`config.mk`:
```
export PLATFORM = sky130hd
export DESIGN_NAME = calendar_day_difference_unit
export DESIGN_NICKNAME = d
export VERILOG_FILES = /design/src/hdl/cdd_pkg.sv /design/src/hdl/cdd_day_number.sv /design/src/hdl/calendar_day_difference_unit.sv
export VERILOG_INCLUDE_DIRS = /design/src /design/src/hdl
export SDC_FILE = /design/constraint.sdc
export NUM_CORES = 1
export LEC_CHECK = 0
export BUFFER_PORTS_ARGS = -buffer_cell sky130_fd_sc_hd__buf_2
export CAP_MARGIN = 10
export CORE_UTILIZATION = 40
export DETAILED_ROUTE_END_ITERATION = 7
export GPL_TIMING_DRIVEN = 0
export SETUP_SLACK_MARGIN = 0.02
export SLEW_MARGIN = 20
export SYNTH_ARGS = -nofsm -noshare
export SYNTH_HDL_FRONTEND = slang
export SYNTH_SLANG_ARGS = --single-unit
```
`constraint.sdc`:
```
create_clock -name clk -period 6.9 [get_ports clk]
set_input_delay 0.69 -clock clk [delete_from_list [all_inputs] [get_ports clk]]
set_output_delay 0.69 -clock clk [all_outputs]
set_load 0.01 [all_outputs]
```
`src/hdl/calendar_day_difference_unit_macros.svh`:
```
// assertion macros for the calendar day difference unit
// used by the top level only; expects clk and rst_n in scope
`ifndef CALENDAR_DAY_DIFFERENCE_UNIT_MACROS_SVH
`define CALENDAR_DAY_DIFFERENCE_UNIT_MACROS_SVH

// same-cycle implication
`define CDD_ASSERT_NOW(lbl, ante, cons) \
  lbl: assert property (@(posedge clk) disable iff (!rst_n) (ante) |-> (cons)) \
    else $error("cdd assertion failed");

// next-cycle implication
`define CDD_ASSERT_NEXT(lbl, ante, cons) \
  lbl: assert property (@(posedge clk) disable iff (!rst_n) (ante) |=> (cons)) \
    else $error("cdd assertion failed");

`endif

```
`src/hdl/cdd_pkg.sv`:
```
// shared constants, types and the month table of the day difference unit
// no dependencies
`timescale 1ns / 1ps
`default_nettype none

package cdd_pkg;

  localparam int MONTH_W   = 4;
  localparam int DAY_W     = 5;
  localparam int DIFF_W    = 22;
  localparam int MTERM_W   = 9;
  localparam int YEAR_DAYS = 365;

  localparam logic [MONTH_W-1:0] MONTH_FEB = 4'd2;

  // stage load enables for one date's day number pipe
  typedef struct packed {
    logic s1;
    logic s2;
  } stage_en_t;

  // days in a common year before month m; month 0 counts none, 13..15 a full year
  function automatic logic [MTERM_W-1:0] days_before_month(input logic [MONTH_W-1:0] m);
    logic [MTERM_W-1:0] d;
    unique case (m)
      4'd0:    d = 9'd0;
      4'd1:    d = 9'd0;
      4'd2:    d = 9'd31;
      4'd3:    d = 9'd59;
      4'd4:    d = 9'd90;
      4'd5:    d = 9'd120;
      4'd6:    d = 9'd151;
      4'd7:    d = 9'd181;
      4'd8:    d = 9'd212;
      4'd9:    d = 9'd243;
      4'd10:   d = 9'd273;
      4'd11:   d = 9'd304;
      4'd12:   d = 9'd334;
      default: d = 9'd365;
    endcase
    return d;
  endfunction

endpackage

`default_nettype wire

```
`src/hdl/cdd_day_number.sv`:
```
// two register stages that turn one date into its day number
// depends on cdd_pkg
`timescale 1ns / 1ps
`default_nettype none

module cdd_day_number #(
  parameter int YEAR_BITS = 12,
  parameter int DN_W      = YEAR_BITS + 10
) (
  input  wire logic                        clk,
  input  wire cdd_pkg::stage_en_t          en,
  input  wire logic [YEAR_BITS-1:0]        year,
  input  wire logic [cdd_pkg::MONTH_W-1:0] month,
  input  wire logic [cdd_pkg::DAY_W-1:0]   day,
  output logic [DN_W-1:0]                  day_num
);

  localparam int LC_W = YEAR_BITS - 1;

  logic [DN_W-1:0]             y365_r, y365_nxt;
  logic [LC_W-1:0]             leap_cnt_r, leap_cnt_nxt;
  logic [cdd_pkg::MTERM_W-1:0] mterm_r, mterm_nxt;
  logic [DN_W-1:0]             dn_r, dn_nxt;
  logic [YEAR_BITS:0]          y_plus3;
  logic                        leap;

  // stage 1: whole years, leap years before, months before plus day
  always_comb begin
    y365_nxt     = DN_W'(year) * DN_W'(cdd_pkg::YEAR_DAYS);
    y_plus3      = {1'b0, year} + (YEAR_BITS+1)'(3);
    leap_cnt_nxt = y_plus3[YEAR_BITS:2];
    leap         = (year[1:0] == 2'b00);
    mterm_nxt    = cdd_pkg::days_before_month(month)
                 + cdd_pkg::MTERM_W'(leap && (month > cdd_pkg::MONTH_FEB))
                 + cdd_pkg::MTERM_W'(day);
  end

  always_ff @(posedge clk) begin
    if (en.s1) begin
      y365_r     <= y365_nxt;
      leap_cnt_r <= leap_cnt_nxt;
      mterm_r    <= mterm_nxt;
    end
  end

  // stage 2: sum of the three terms
  assign dn_nxt = y365_r + DN_W'(leap_cnt_r) + DN_W'(mterm_r);

  always_ff @(posedge clk) begin
    if (en.s2) begin
      dn_r <= dn_nxt;
    end
  end

  assign day_num = dn_r;

endmodule

`default_nettype wire

```
`src/hdl/calendar_day_difference_unit.sv`:
```
// Calendar day difference unit: signed days from a reference date to a
// measured date, years divisible by four are leap years.
// Input channel in_valid/in_ready carries one beat of two dates (year,
// month, day each); output channel out_valid/out_ready carries one beat of
// out_day_difference, 22-bit two's complement (first minus second).
// An accepted input beat reaches out_valid through three register stages
// (year/month terms, day number sum, subtraction).
// Throughput: one beat per cycle while the output is not blocked; the
// constant multiply by 365 and the three-term add set the stage depth.
// Each stage holds a valid bit and advances whenever the stage after it is
// empty or advancing, so bubbles are squeezed out while out_ready is low
// and up to three beats sit inside before in_ready drops.
// Reset (rst_n low, synchronous) clears the valid bits only; the block
// keeps no state between beats and needs no configuration.
// Depends on cdd_pkg, cdd_day_number and the assertion macro header.
`timescale 1ns / 1ps
`default_nettype none

`include "calendar_day_difference_unit_macros.svh"

module calendar_day_difference_unit #(
  parameter int YEAR_BITS = 12
) (
  input  wire logic                        clk,
  input  wire logic                        rst_n,
  input  wire logic                        in_valid,
  output logic                             in_ready,
  input  wire logic [YEAR_BITS-1:0]        in_first_year,
  input  wire logic [cdd_pkg::MONTH_W-1:0] in_first_month,
  input  wire logic [cdd_pkg::DAY_W-1:0]   in_first_day,
  input  wire logic [YEAR_BITS-1:0]        in_second_year,
  input  wire logic [cdd_pkg::MONTH_W-1:0] in_second_month,
  input  wire logic [cdd_pkg::DAY_W-1:0]   in_second_day,
  output logic                             out_valid,
  input  wire logic                        out_ready,
  output logic signed [cdd_pkg::DIFF_W-1:0] out_day_difference
);

  localparam int DN_W = YEAR_BITS + 10;

  logic v1_r, v1_nxt, v2_r, v2_nxt, v3_r, v3_nxt;
  logic adv1, adv2, adv3;
  cdd_pkg::stage_en_t en;
  logic [DN_W-1:0] dn_first, dn_second;
  logic signed [DN_W:0] diff_wide;
  logic signed [cdd_pkg::DIFF_W-1:0] diff_r, diff_nxt;

  // per-stage advance, backpressure ripples from the output
  assign adv3     = !v3_r || out_ready;
  assign adv2     = !v2_r || adv3;
  assign adv1     = !v1_r || adv2;
  assign in_ready = adv1;

  assign en = '{s1: adv1 && in_valid, s2: adv2 && v1_r};

  // valid bits travel with the beat
  always_comb begin
    v1_nxt = adv1 ? in_valid : v1_r;
    v2_nxt = adv2 ? v1_r     : v2_r;
    v3_nxt = adv3 ? v2_r     : v3_r;
  end

  always_ff @(posedge clk) begin
    if (!rst_n) begin
      v1_r <= 1'b0;
      v2_r <= 1'b0;
      v3_r <= 1'b0;
    end else begin
      v1_r <= v1_nxt;
      v2_r <= v2_nxt;
      v3_r <= v3_nxt;
    end
  end

  // day numbers of both dates
  cdd_day_number #(.YEAR_BITS(YEAR_BITS), .DN_W(DN_W)) u_dn_first (
    .clk     (clk),
    .en      (en),
    .year    (in_first_year),
    .month   (in_first_month),
    .day     (in_first_day),
    .day_num (dn_first)
  );

  cdd_day_number #(.YEAR_BITS(YEAR_BITS), .DN_W(DN_W)) u_dn_second (
    .clk     (clk),
    .en      (en),
    .year    (in_second_year),
    .month   (in_second_month),
    .day     (in_second_day),
    .day_num (dn_second)
  );

  // stage 3: subtraction, wrapped or sign extended to the result width
  assign diff_wide = $signed({1'b0, dn_first}) - $signed({1'b0, dn_second});
  assign diff_nxt  = cdd_pkg::DIFF_W'(diff_wide);

  always_ff @(posedge clk) begin
    if (adv3 && v2_r) begin
      diff_r <= diff_nxt;
    end
  end

  assign out_valid          = v3_r;
  assign out_day_difference = diff_r;

  // accepted beat lands in stage 1
  `CDD_ASSERT_NEXT(a_accept_fills_s1, in_valid && in_ready, v1_r)
  // input stalls only when every stage is full and the output is blocked
  `CDD_ASSERT_NOW(a_stall_only_full, !in_ready, v1_r && v2_r && v3_r && !out_ready)
  // a blocked stage 2 keeps its beat and day numbers
  `CDD_ASSERT_NEXT(a_s2_holds, v2_r && v3_r && !out_ready,
                   v2_r && $stable(dn_first) && $stable(dn_second))

endmodule

`default_nettype wire

```
# Word-level counts from Yosys, hierarchy flattened
# Memory sizes are Yosys's and may differ from the RTL's.
# Index checks and enable logic that the tools add are counted.
[word_totals]
register_bits = 151
romBits = 288
inputBits = 46
output_inout_bits = 24
elab_cells = 42
memories = 2
[memory_table]
columns = ["memory", "depth", "width", "rd", "rd_ports_with_merged_regs", "wr", "line", "text"]
rows = [
  ["(no name shown)", 16, 9, 1, 0, 0, "cdd_pkg.sv:25", "unique case (m)"],
  ["(no name shown)", 16, 9, 1, 0, 0, "cdd_pkg.sv:25", ""],
]
[classes]
n_addsub = 11
mul = 2
order_cmp = 2
n_reduce_logical = 13
[ops]
columns = ["op", "count"]
rows = [
  ["$add A21 B11 Y22", 2],
  ["$add A22 B9 Y22", 2],
  ["$mul A12 B9 Y21 const B", 2],
  ["$add A12 B2 Y13 const B", 2],
  ["$sub A22 B22 Y22", 1],
  ["$add A9 B1 Y9", 2],
  ["$add A9 B5 Y9", 2],
  ["$gt A4 B2 Y1 const B", 2],
  ["$logic_and A1 B1 Y1", 5],
  ["$logic_not A2 Y1", 2],
  ["$logic_not A1 Y1", 3],
  ["$logic_or A1 B1 Y1", 3],
]

# Depth between registers and ports, before layout
# Gate-level depths: netlist of run 1.
[depth]
depth_word = 5
depth_mapped = 16
mapped_depth_nobuf = 16

# Modules after synthesis
# A second synthesis of run 1 with hierarchy kept.
[hier_totals]
hier_cells = 1305
hier_area_um2 = 13636.8
[modules_own_cells]
columns = ["mod", "instances", "cells_each", "area_per_inst_um2", "seq_area_each_um2"]
rows = [
  ["cdd_day_number at u_dn_first", 1, 543, 5825.6, 1891.8],
  ["cdd_day_number at u_dn_second", 1, 545, 5786.8, 1891.8],
  ["calendar_day_difference_unit", 1, 217, 2024.4, 720.7],
]

# Worst setup path before layout of run 1
# OpenSTA, ideal clock, no wires.
[synth_timing]
path_kind = "input-to-reg"
from = "input out_ready"
to = "register u_dn_first.leap_cnt_r[0] (enable)"
setup_time_ns = 0.571
arrival_time_ns = 4.912
required_ns = 6.329
path_slack_ns = 1.416
cell_stages = 2
path_buffers = 0
path_cell_list = "nor2b_1 -> a31oi_1"
[synth_rtl]
columns = ["item", "line", "text"]
rows = [
  ["start: declaration", "calendar_day_difference_unit.sv:35", "input wire logic out_ready,"],
  ["end signal: assignment", "cdd_day_number.sv:41", "leap_cnt_r <= leap_cnt_nxt;"],
  ["end: declaration", "cdd_day_number.sv:21", "logic [LC_W-1:0] leap_cnt_r, leap_cnt_nxt;"],
]

# Worst setup path in the final report of run 1
[layout_timing]
from = "input in_first_year[1]"
to = "register u_dn_first.y365_r[20], data pin"
[layout_via]
elab_chain_len = 1
[layout_rtl]
columns = ["item", "line", "text"]
rows = [
  ["start: declaration", "calendar_day_difference_unit.sv:28", "input wire logic [YEAR_BITS-1:0] in_first_year,"],
  ["$mul A12 B9 Y21", "cdd_day_number.sv:29", "y365_nxt = DN_W'(year) * DN_W'(cdd_pkg::YEAR_DAYS);"],
  ["named net u_dn_first.y365_nxt[20]", "cdd_day_number.sv:20", "logic [DN_W-1:0] y365_r, y365_nxt;"],
  ["end signal: assignment", "cdd_day_number.sv:40", "y365_r <= y365_nxt;"],
  ["end: declaration", "cdd_day_number.sv:20", ""],
]
# The timed path passes the listed nets, and every way through them passes these cells.
# A chain may end at the register's enable or synchronous reset.

==> flow_metrics.env, run 1 <==
export IMPL_rsz0062_at_grt="no"
export IMPL_whs_ps=486
export IMPL_multiInputGateArea_um2=7360
export IMPL_r2r_cells=11
export IMPL_crit_type="in2reg"
export IMPL_register_area_um2=4500
export IMPL_clock_sinks=151
export IMPL_post_cts_buffers=0
export IMPL_rows=65
export IMPL_critical_path_max_fanout=8
export IMPL_status="complete, but fails checks"
export IMPL_synth_largest_area_cell="edfxtp_1"
export IMPL_worstPathRequired_ps=7070
export IMPL_yosys_area_share_simple_pct=6.95
export IMPL_clk_pin_slew_worst_paths_ps=60
export IMPL_finalPower_mw=5.70
export IMPL_worst_slew_pin_slew_ps=781
export IMPL_cts_tree="done"
export IMPL_critPathTopFamily="adder cells"
export IMPL_setup_viol=0
export IMPL_antennaDiodeCount=0
export IMPL_synth_top_family_by_area="adder cells"
export IMPL_finalClockSkew_ps=10.2
export IMPL_violations="DRC"
export IMPL_dieWidth_um=181
export IMPL_fillCellCount=2919
export IMPL_cpPeakStageDelay_ps=530
export IMPL_grt_pass1_wl_mm=39.8
export IMPL_fin_crit_ps=4530
export IMPL_irDropWorstVdd_mv=0.198
export IMPL_synth_edff_count=148
export IMPL_clockRootBuffer="clkbuf_16"
export IMPL_core_um2=31500
export IMPL_slew_viol_final=0
export IMPL_synth_area_um2=12800
export IMPL_antenna_found_initial=0
export IMPL_cp_end_kind="flop"
export IMPL_ios=70
export IMPL_synthAdderAreaFrac_pct=31.1
export IMPL_r2r_slack_ps=3400
export IMPL_die_y_um=181
export IMPL_synth_yosys_seq_area_share_pct=35.3
export IMPL_drc=2
export IMPL_dieArea_um2=32600
export IMPL_overflow=0
export IMPL_final_cell_area_um2=14400
export IMPL_wirelength_mm=23.4
export IMPL_min_path_type="in2reg"
export IMPL_cap_violations=0
export IMPL_synth_seq_cells=151
export IMPL_track_usage_pct=15.3
export IMPL_placed_area_um2=13800
export IMPL_cp_startpoint="in_first_year[1]"
export IMPL_antenna_left=0
export IMPL_grt_pass1_vias=8216
export IMPL_start_kind="input port"
export IMPL_timing_rr_start="u_dn_first.mterm_r[1]"
export IMPL_relSlewSlack_pct=47.4
export IMPL_synth_area_leaders="edfxtp_1 (35%), ha_1 (16%), fa_1 (15%)"
export IMPL_vias=8256
export IMPL_gp_congestion=0.822
export IMPL_layout_worst_path_cycle_share_pct=65.6
export IMPL_syn2layout_area_growth_pct=12.6
export IMPL_path_cells="buf_2 > ha_1 > inv_1 > fa_1 > inv_1 > fa_1 > inv_1 > fa_1 > inv_1 > ha_1 > nor2_1 > o21ai_0 > o211ai_1 > nand2_1 > or4_1 > a31oi_1 > xnor2_1"
export IMPL_drive_gt1_share_pct=9.46
export IMPL_p_leak_nw=6.56
export IMPL_critPathArrivalTime_ps=4700
export IMPL_final_nets=1573
export IMPL_synth_xor_area_share_pct=7.82
export IMPL_viasPerCell=4.91
export IMPL_avgSynthCellArea_um2=10.9
export IMPL_ys_async_sr_fraction_pct=0
export IMPL_whs_path_depth=2
export IMPL_cts_resized=0
export IMPL_syn_nets=1480
export IMPL_grt_start_max_net_pins=24
export IMPL_h_tree_depth=4
export IMPL_drt_initial_drc_count=420
export IMPL_synth_compound_area_share_pct=10.6
export IMPL_crit_top_cell="inv_1"
export IMPL_synth_top_area_share_pct=34.8
export IMPL_synth_cell_types=60
export IMPL_hp_start="rst_n"
export IMPL_reg2reg_to="u_dn_first.day_num[17]"
export IMPL_synth_area_mux_share_pct=0.980
export IMPL_cts_path_max_buffers=2
export IMPL_synth_main_ff_cell="edfxtp_1"
export IMPL_slowest_stage="fa_1"
export IMPL_place_hpwl_mm=19.4
export IMPL_numCtsBuffers=17
export IMPL_crit_buf_inv=5
export IMPL_yosysWarnings=0
export IMPL_hold_buffers=0
export IMPL_p_per_area_nw_per_um2=396
export IMPL_io_buffers=67
export IMPL_wl_per_cell_um=13.9
export IMPL_worstHoldEndpoint="out_valid"
export IMPL_finalHoldViolations=0
export IMPL_fmax_ghz=0.221
export IMPL_dr_pass1_iters=7
export IMPL_start_util_pct=40.5
export IMPL_clk_latency_ps=430
export IMPL_syn_inst=1173
## state kept, by name, indices dropped and copies added, names as in the netlist
name and count:
out_valid 1, u_dn_second.leap_cnt_r 11, u_dn_first.day_num 22, u_dn_second.y365_r 21, out_day_difference 22, v1_r 1, u_dn_second.mterm_r 9, u_dn_first.leap_cnt_r 11
u_dn_second.day_num 22, v2_r 1, u_dn_first.mterm_r 9, u_dn_first.y365_r 21
## layer usage
layer | wire length [µm] | up-vias | global-route usage (%)
li1 | - | 4171 | -
met1 | 11300 | 3979 | 20.7
met2 | 11400 | 88 | 25.6
met3 | 501 | 18 | 2.57
met4 | 225 | 0 | 3.56
met5 | 0 | - | 0
## area by class of cell
cell class                      count  share of cell area (%)
Timing Repair Buffer               74                    3.56
Multi-Input combinational cell    776                    51.2
Clock inverter                     15                   0.975
Tap cell                          402                    3.50
Clock buffer                       17                    2.96
Sequential cell                   151                    31.3
Buffer                              6                   0.157
Inverter                          240                    6.27
## layout by cell type, fill, tap and decap left out, drive strengths merged, types with 3 or more instances in the layout
| cell | netlist | final |
|---|---|---|
| ha | 167 | 167 |
| fa | 94 | 94 |
| nand4 | 4 | 4 |
| a21oi | 57 | 57 |
| inv | 240 | 248 |
| clkinv | 0 | 3 |
| clkinvlp | 0 | 3 |
| a31oi | 8 | 8 |
| dfxtp | 3 | 3 |
| buf | 0 | 74 |
| a21o | 22 | 22 |
| nand3 | 20 | 20 |
| o31ai | 6 | 6 |
| o211ai | 7 | 7 |
| nand2b | 14 | 14 |
| a21boi | 5 | 5 |
| o21bai | 7 | 7 |
| nand2 | 42 | 42 |
| edfxtp | 148 | 148 |
| xor2 | 35 | 35 |
| nor2b | 13 | 13 |
| o21ai | 47 | 47 |
| o21a | 16 | 16 |
| clkbuf | 6 | 23 |
| nor2 | 49 | 49 |
| xnor2 | 79 | 79 |
| nor3 | 13 | 13 |
| or3 | 8 | 8 |
| a211oi | 7 | 7 |
| and3 | 7 | 7 |
| mux2i | 8 | 8 |
## stage by stage
stage	cells	worst slack (ps)	TNS (ps)	util, %
5_1_grt	1681	2130	0	45.7
3_3_place_gp	1642	-354	-28410	43.2
6_report	1681	2370	0	45.7
2_1_floorplan	1173	1420	0	-
4_1_cts	1681	2370	0	45.7
3_5_place_dp	1649	1930	0	43.9
## synth_stat cells, types with 2 or more instances
cell       instances
a21oi_1           56
o31a_1             2
a21o_1            22
o21ai_1            3
o31ai_1            6
nand4_1            4
or2_2              2
fa_1              94
xnor2_1           79
clkbuf_1           6
dfxtp_1            3
o211ai_1           7
o22ai_1            2
nor3_1            13
a31o_2             2
nor3b_1            2
o21a_1            16
a31oi_1            8
nand2b_1          14
a21boi_0           4
and2_1             2
mux2_2             2
nand3_1           20
nor2_1            49
nand3b_1           2
edfxtp_1         148
or3_1              8
a211oi_1           6
o21bai_1           7
a22o_1             2
a311oi_1           2
o41ai_2            2
o2111ai_1          2
nor2b_1           13
ha_1             167
xor2_1            35
inv_1            240
and3_1             7
nand2_1           42
mux2i_1            8
a221oi_1           2
o21ai_0           44
## report_power, final
| group | switching, mW | internal [mW] |
|---|---|---|
| Clock | 0.386 | 0.503 |
| Combinational | 1.77 | 1.41 |
| Sequential | 0.124 | 1.50 |
| Total | 2.28 | 3.42 |
## how the worst max path moves through the flow
stage	endpoint	cells after the start	slack (ps)
after detailed placement	u_dn_first.y365_r[20]	17	1930
after CTS	u_dn_first.y365_r[20]	17	2370
after global routing	u_dn_first.y365_r[20]	17	2130
after floorplan	u_dn_first.leap_cnt_r[0]	2	1420
final	u_dn_first.y365_r[20]	17	2370
after global placement	u_dn_second.y365_r[19]	3	-350
## cells by family after synthesis
kind of cell    after synthesis
mux                          11
compound gates              208
flops                       151
simple gates                182
xor+xnor                    114
fa+ha+maj                   261
buf+inv                     246
Note: power is estimated with default switching activity, not from simulation.
==> inputs of run 2 (changes only) <==
- clock period: 6.9 -> 4.29 ns (I/O delays scaled with it)
==> run 2 against run 1 <==
The flow now finishes without violations; sequential power is 61% higher; setup slack worse by 2200 ps; highest routed layer unchanged; critical path depth is 1 lower; register-to-register slack got worse by 2600 ps; cell count stayed put; power up 62%; global-route usage barely moved; count of clock-buffer cells in the layout is 1 higher; clock power is 64% higher; critical path type unchanged.
==> flow_metrics.env, run 2 (synthesis gave the netlist of run 1 again) <==
export IMPL_status="finished clean"
export IMPL_cts_tree="done"
export IMPL_finalPower_mw=9.25
export IMPL_layout_common_cells="inv_1 (239), ha_1 (163), edfxtp_1 (148)"
export IMPL_crit_buf_inv=2
export IMPL_ios=70
export IMPL_drive_gt1_share_pct=10.2
export IMPL_gp_congestion=0.839
export IMPL_post_place_cells=1648
export IMPL_clk_latency_ps=420
export IMPL_cts_path_max_buffers=2
export IMPL_dieWidth_um=181
export IMPL_antenna_left=0
export IMPL_start_util_pct=40.5
export IMPL_irDropWorstVdd_mv=0.336
export IMPL_worstPathRequired_ps=4450
export IMPL_cap_violations=0
export IMPL_drc=0
export IMPL_track_usage_pct=15.3
export IMPL_crit_top_cell="ha_1"
export IMPL_r2r_slack_ps=790
export IMPL_rsz0062_at_grt="yes"
export IMPL_die_y_um=181
export IMPL_crit_type="in2reg"
export IMPL_fmax_ghz=0.244
export IMPL_reg2reg_to="u_dn_first.day_num[15]"
export IMPL_p_per_area_nw_per_um2=640
export IMPL_relSlewSlack_pct=44.0
export IMPL_r2r_cells=11
export IMPL_timing_rr_start="u_dn_first.mterm_r[1]"
export IMPL_drt_initial_drc_count=353
export IMPL_rows=65
export IMPL_instances_no_fill=1681
export IMPL_fin_crit_ps=4100
export IMPL_dr_pass1_iters=6
export IMPL_antennaDiodeCount=0
export IMPL_slowest_stage="fa_1"
export IMPL_critPathArrivalTime_ps=4260
export IMPL_final_common_cell="inv_1"
export IMPL_syn2layout_area_growth_pct=13.2
export IMPL_finalClockSkew_ps=10.2
export IMPL_path_cells="buf_2 > ha_1 > xor2_2 > ha_1 > a21oi_2 > fa_1 > fa_1 > inv_1 > ha_1 > a21oi_2 > nand2_1 > o211ai_1 > nand2_1 > or4_1 > a31oi_1 > xnor2_1"
export IMPL_vias=8246
export IMPL_clock_sinks=151
export IMPL_final_nets=1573
export IMPL_worst_path_stages=16
export IMPL_place_hpwl_mm=19.4
export IMPL_critPathTopFamily="adder cells"
export IMPL_crit_path_end="u_dn_first.y365_r[20]"
export IMPL_setup_ws_ps=191
export IMPL_grt_pass1_wl_mm=39.8
export IMPL_overflow=0
export IMPL_critical_path_max_fanout=5
export IMPL_start_kind="input port"
export IMPL_final_cell_area_um2=14400
export IMPL_grt_start_max_net_pins=25
export IMPL_wl_per_cell_um=14.0
export IMPL_clk_pin_slew_worst_paths_ps=60
export IMPL_antenna_found_initial=0
export IMPL_grt_pass1_vias=8221
export IMPL_viasPerCell=4.91
export IMPL_cp_startpoint="in_first_year[2]"
export IMPL_wirelength_mm=23.5
export IMPL_core_um2=31500
export IMPL_dp_slack_ps=-419
export IMPL_h_tree_depth=4
export IMPL_placed_area_um2=13800
export IMPL_fillCellCount=2883
export IMPL_finalHoldViolations=0
export IMPL_min_path_type="in2reg"
export IMPL_cp_end_kind="flop"
export IMPL_cpPeakStageDelay_ps=540
export IMPL_layout_worst_path_cycle_share_pct=95.5
export IMPL_setup_viol=0
export IMPL_p_leak_nw=6.56
export IMPL_io_buffers=67
export IMPL_numCtsBuffers=17
export IMPL_clockRootBuffer="clkbuf_16"
export IMPL_slew_viol_final=0
export IMPL_worst_slew_pin_slew_ps=837
export IMPL_finalSetupTns_ps=0
export IMPL_dieArea_um2=32600
[run 2: cell types whose count changed in the layout (fill, tap and decap cells not counted), sizes merged]
cell | previous run | this run
clkinvlp | 3 | 4
clkinv | 3 | 5
clkbuf | 23 | 24
bufinv | 1 | 2
inv | 248 | 243
[run 2: power by group]
part / switching, mW / internal (mW)
clock network: 0.597 / 0.859
registers: 0.195 / 2.41
logic: 2.86 / 2.32
[run 2: final cells by class]
type | count | area [µm²] | area share (%)
multi-input cells | 776 | 7440 | 51.5
flip-flops and latches | 151 | 4500 | 31.2
inverters | 240 | 901 | 6.24
well taps | 402 | 503 | 3.48
repair buffers | 74 | 495 | 3.43
clock buffers | 18 | 429 | 2.97
clock inverters | 14 | 150 | 1.04
plain buffers | 6 | 22.5 | 0.156
[run 2: worst min path at each step]
stage / from / end / slack (ps) / cells past startpoint
final: rst_n / out_valid / 230 / 2
after global routing: rst_n / out_valid / 220 / 2
after CTS: rst_n / out_valid / 210 / 2
after detailed placement: u_dn_first.y365_r[17] / u_dn_first.day_num[17] / 570 / 1
after global placement: v1_r / v2_r / 530 / 2
after floorplan: v1_r / v2_r / 520 / 2
[run 2: through the flow]
step,hold slack [ps],util [%]
6_report,230,45.9
5_1_grt,219,45.9
4_1_cts,214,45.7
3_5_place_dp,571,43.8
3_3_place_gp,531,43.2
2_1_floorplan,515,-
[run 2: per-layer routing]
metal  GRT usage (%)  wire length (µm)
met2            25.9             11500
met5               0                 0
met4            3.08               176
met3            2.38               450
met1            20.7             11400
[run 2: what timing repair did]
| action | in CTS | in global routing |
|---|---|---|
| hold buffers | 0 | 0 |
| pin swaps | 0 | 5 |
| endpoints found under the setup margin | 1 | 6 |
| gates resized for setup | 2 | 12 |
| buffers inserted | 0 | 1 |
[run 2: worst register-to-register path, cell delays in order (launching register included)]
cell       delay (ps)
edfxtp_1          390
fa_1              550
ha_1              170
inv_1              60
fa_1              390
nor2b_1           170
o21bai_1          100
a21oi_1           210
o2111ai_1         180
a21boi_0          640
o21ai_0           210
xnor2_1           170
==> inputs of run 3 (changes only) <==
- CORE_ASPECT_RATIO: not set -> 0.75
- clock period: 4.29 -> 3.65 ns (I/O delays scaled with it)
==> run 3 against run 2 <==
The run now ends with setup timing left; wire length increased by 11%; count of clock-buffer cells in the layout shrank 1; die area hardly changed; global-route usage up 1.3 points; critical path type unchanged.
==> flow_metrics.env, run 3 (synthesis gave the netlist of run 1 again) <==
export IMPL_relSlewSlack_pct=53.9
export IMPL_critical_path_max_fanout=5
export IMPL_finalPower_mw=12.4
export IMPL_numCtsBuffers=17
export IMPL_antenna_found_initial=1
export IMPL_overflow=0
export IMPL_drc=0
export IMPL_final_nets=1616
export IMPL_crit_type="in2reg"
export IMPL_wl_met2_mm=10.9
export IMPL_critPathArrivalTime_ps=4030
export IMPL_p_leak_nw=6.89
export IMPL_antenna_left=0
export IMPL_grt_pass1_vias=8330
export IMPL_drive_gt1_share_pct=20.7
export IMPL_final_common_cell="inv_1"
export IMPL_setup_viol=4
export IMPL_place_hpwl_mm=20.8
export IMPL_wl_per_cell_um=15.1
export IMPL_grt_pass1_wl_mm=42.6
export IMPL_min_path_type="in2reg"
export IMPL_wl_met1_mm=14.1
export IMPL_dr_pass1_iters=4
export IMPL_fmax_ghz=0.258
export IMPL_cts_tree="done"
export IMPL_die_y_um=157
export IMPL_grt_start_max_net_pins=24
export IMPL_p_per_area_nw_per_um2=789
export IMPL_core_um2=31300
export IMPL_switching_power_mw=5.01
export IMPL_layout_worst_path_cycle_share_pct=106
export IMPL_violations="setup timing"
export IMPL_pwr_share_seq_pct=24.9
export IMPL_finalHoldViolations=0
export IMPL_placed_area_um2=14200
export IMPL_finalClockSkew_ps=17.2
export IMPL_clock_sinks=151
export IMPL_internal_power_mw=7.35
export IMPL_clk_latency_ps=430
export IMPL_fin_crit_ps=3870
export IMPL_ios=70
export IMPL_dp_slack_ps=-767
export IMPL_setup_ws_ps=-224
export IMPL_vias=8325
export IMPL_clkPwrFrac_pct=14.0
export IMPL_cp_end_kind="flop"
export IMPL_final_cell_area_um2=15700
export IMPL_top_layer="met4"
export IMPL_worstPathRequired_ps=3810
export IMPL_dieArea_um2=32600
export IMPL_layout_common_cells="inv_1 (204), edfxtp_1 (148), ha_1 (130)"
export IMPL_cap_violations=0
export IMPL_combinationalPowerShare_pct=61.1
export IMPL_finalSetupTns_ps=-634
export IMPL_wirelength_mm=26.1
export IMPL_antennaDiodeCount=0
export IMPL_start_util_pct=40.7
export IMPL_start_kind="input port"
export IMPL_syn2layout_area_growth_pct=22.7
export IMPL_gp_congestion=0.817
export IMPL_slew_viol_final=0
export IMPL_io_buffers=67
export IMPL_rows=56
export IMPL_clockRootBuffer="clkbuf_16"
export IMPL_dieWidth_um=208
export IMPL_drt_initial_drc_count=402
export IMPL_clk_pin_slew_worst_paths_ps=70
export IMPL_worst_slew_pin_slew_ps=690
export IMPL_track_usage_pct=16.6
export IMPL_fillCellCount=2725
export IMPL_routed_wl_met3_um=798
export IMPL_cts_path_max_buffers=2
export IMPL_irDropWorstVdd_mv=0.403
export IMPL_viasPerCell=4.82
export IMPL_hold_buffers=0
export IMPL_h_tree_depth=4
export IMPL_rsz0062_at_grt="yes"
export IMPL_swShare_pct=40.5
export IMPL_status="complete, but fails checks"
==> run 3: cell count changes in the layout (fill, tap and decap cells not counted), moves of 24 or more <==
| cell | delta |
|---|---|
| ha_4 | +32 |
| inv_1 | -35 |
| inv_2 | +27 |
| buf_4 | +47 |
| ha_1 | -33 |
| buf_2 | -24 |
==> run 3: power by group through the flow <==
stage | registers [mW] | logic (mW) | clock network, mW
after floorplan | 3.07 | 5.05 | 0
after global placement | 3.12 | 6.41 | 0
after detailed placement | 3.12 | 6.53 | 0
after CTS | 3.09 | 6.92 | 1.77
after global routing | 3.14 | 8.45 | 1.84
final | 3.08 | 7.54 | 1.73
==> run 3: final timing paths <==
| kind | start | to | slack, ps | cells past startpoint |
|---|---|---|---|---|
| hold / removal | rst_n | out_valid | 170 | 2 |
| hold reg to reg | u_dn_first.y365_r[14] | u_dn_first.day_num[14] | 580 | 1 |
| setup / recovery | in_first_year[6] | u_dn_first.y365_r[20] | -220 | 15 |
| setup reg to reg | u_dn_second.mterm_r[1] | u_dn_second.day_num[17] | 350 | 11 |
==> run 3: routing by layer <==
metal | GRT usage [%] | vias to the layer above
li1 | - | 4252
met1 | 25.7 | 3975
met2 | 24.2 | 83
met3 | 2.83 | 15
met4 | 3.03 | 0
met5 | 0 | -
==> run 3: cell type report <==
cell class                      instances  area (µm²)  share of cell area (%)
Inverter                              240         921                    5.88
Multi-Input combinational cell        776        8080                    51.6
Sequential cell                       151        4500                    28.8
Clock buffer                           17         425                    2.72
Clock inverter                         15         156                   0.999
Buffer                                  6        22.5                   0.144
Tap cell                              406         508                    3.24
Timing Repair Buffer                  117        1040                    6.67
==> run 3: per-stage QoR <==
stage / hold WS (ps) / util, % / cells
3_3_place_gp: 531 / 44.7 / 1646
2_1_floorplan: 464 / - / 1173
6_report: 172 / 50.0 / 1728
3_5_place_dp: 563 / 45.3 / 1653
4_1_cts: 151 / 48.6 / 1709
5_1_grt: 162 / 50.0 / 1728
==> run 3: repair_timing <==
item | in CTS | in global routing
resized for setup | 62 | 82
pin swaps | 41 | 64
endpoints found under the setup margin | 11 | 19
setup buffers | 25 | 21
gates cloned | 0 | 0
==> run 3: worst max-delay path: stages <==
cell,delay [ps]
buf_8,120
ha_4,270
inv_4,40
fa_1,550
fa_1,430
fa_1,500
inv_2,50
ha_4,230
a21oi_4,170
nand2_2,90
o211ai_1,260
nand2_1,140
or4_1,480
a31oi_1,180
xnor2_1,130
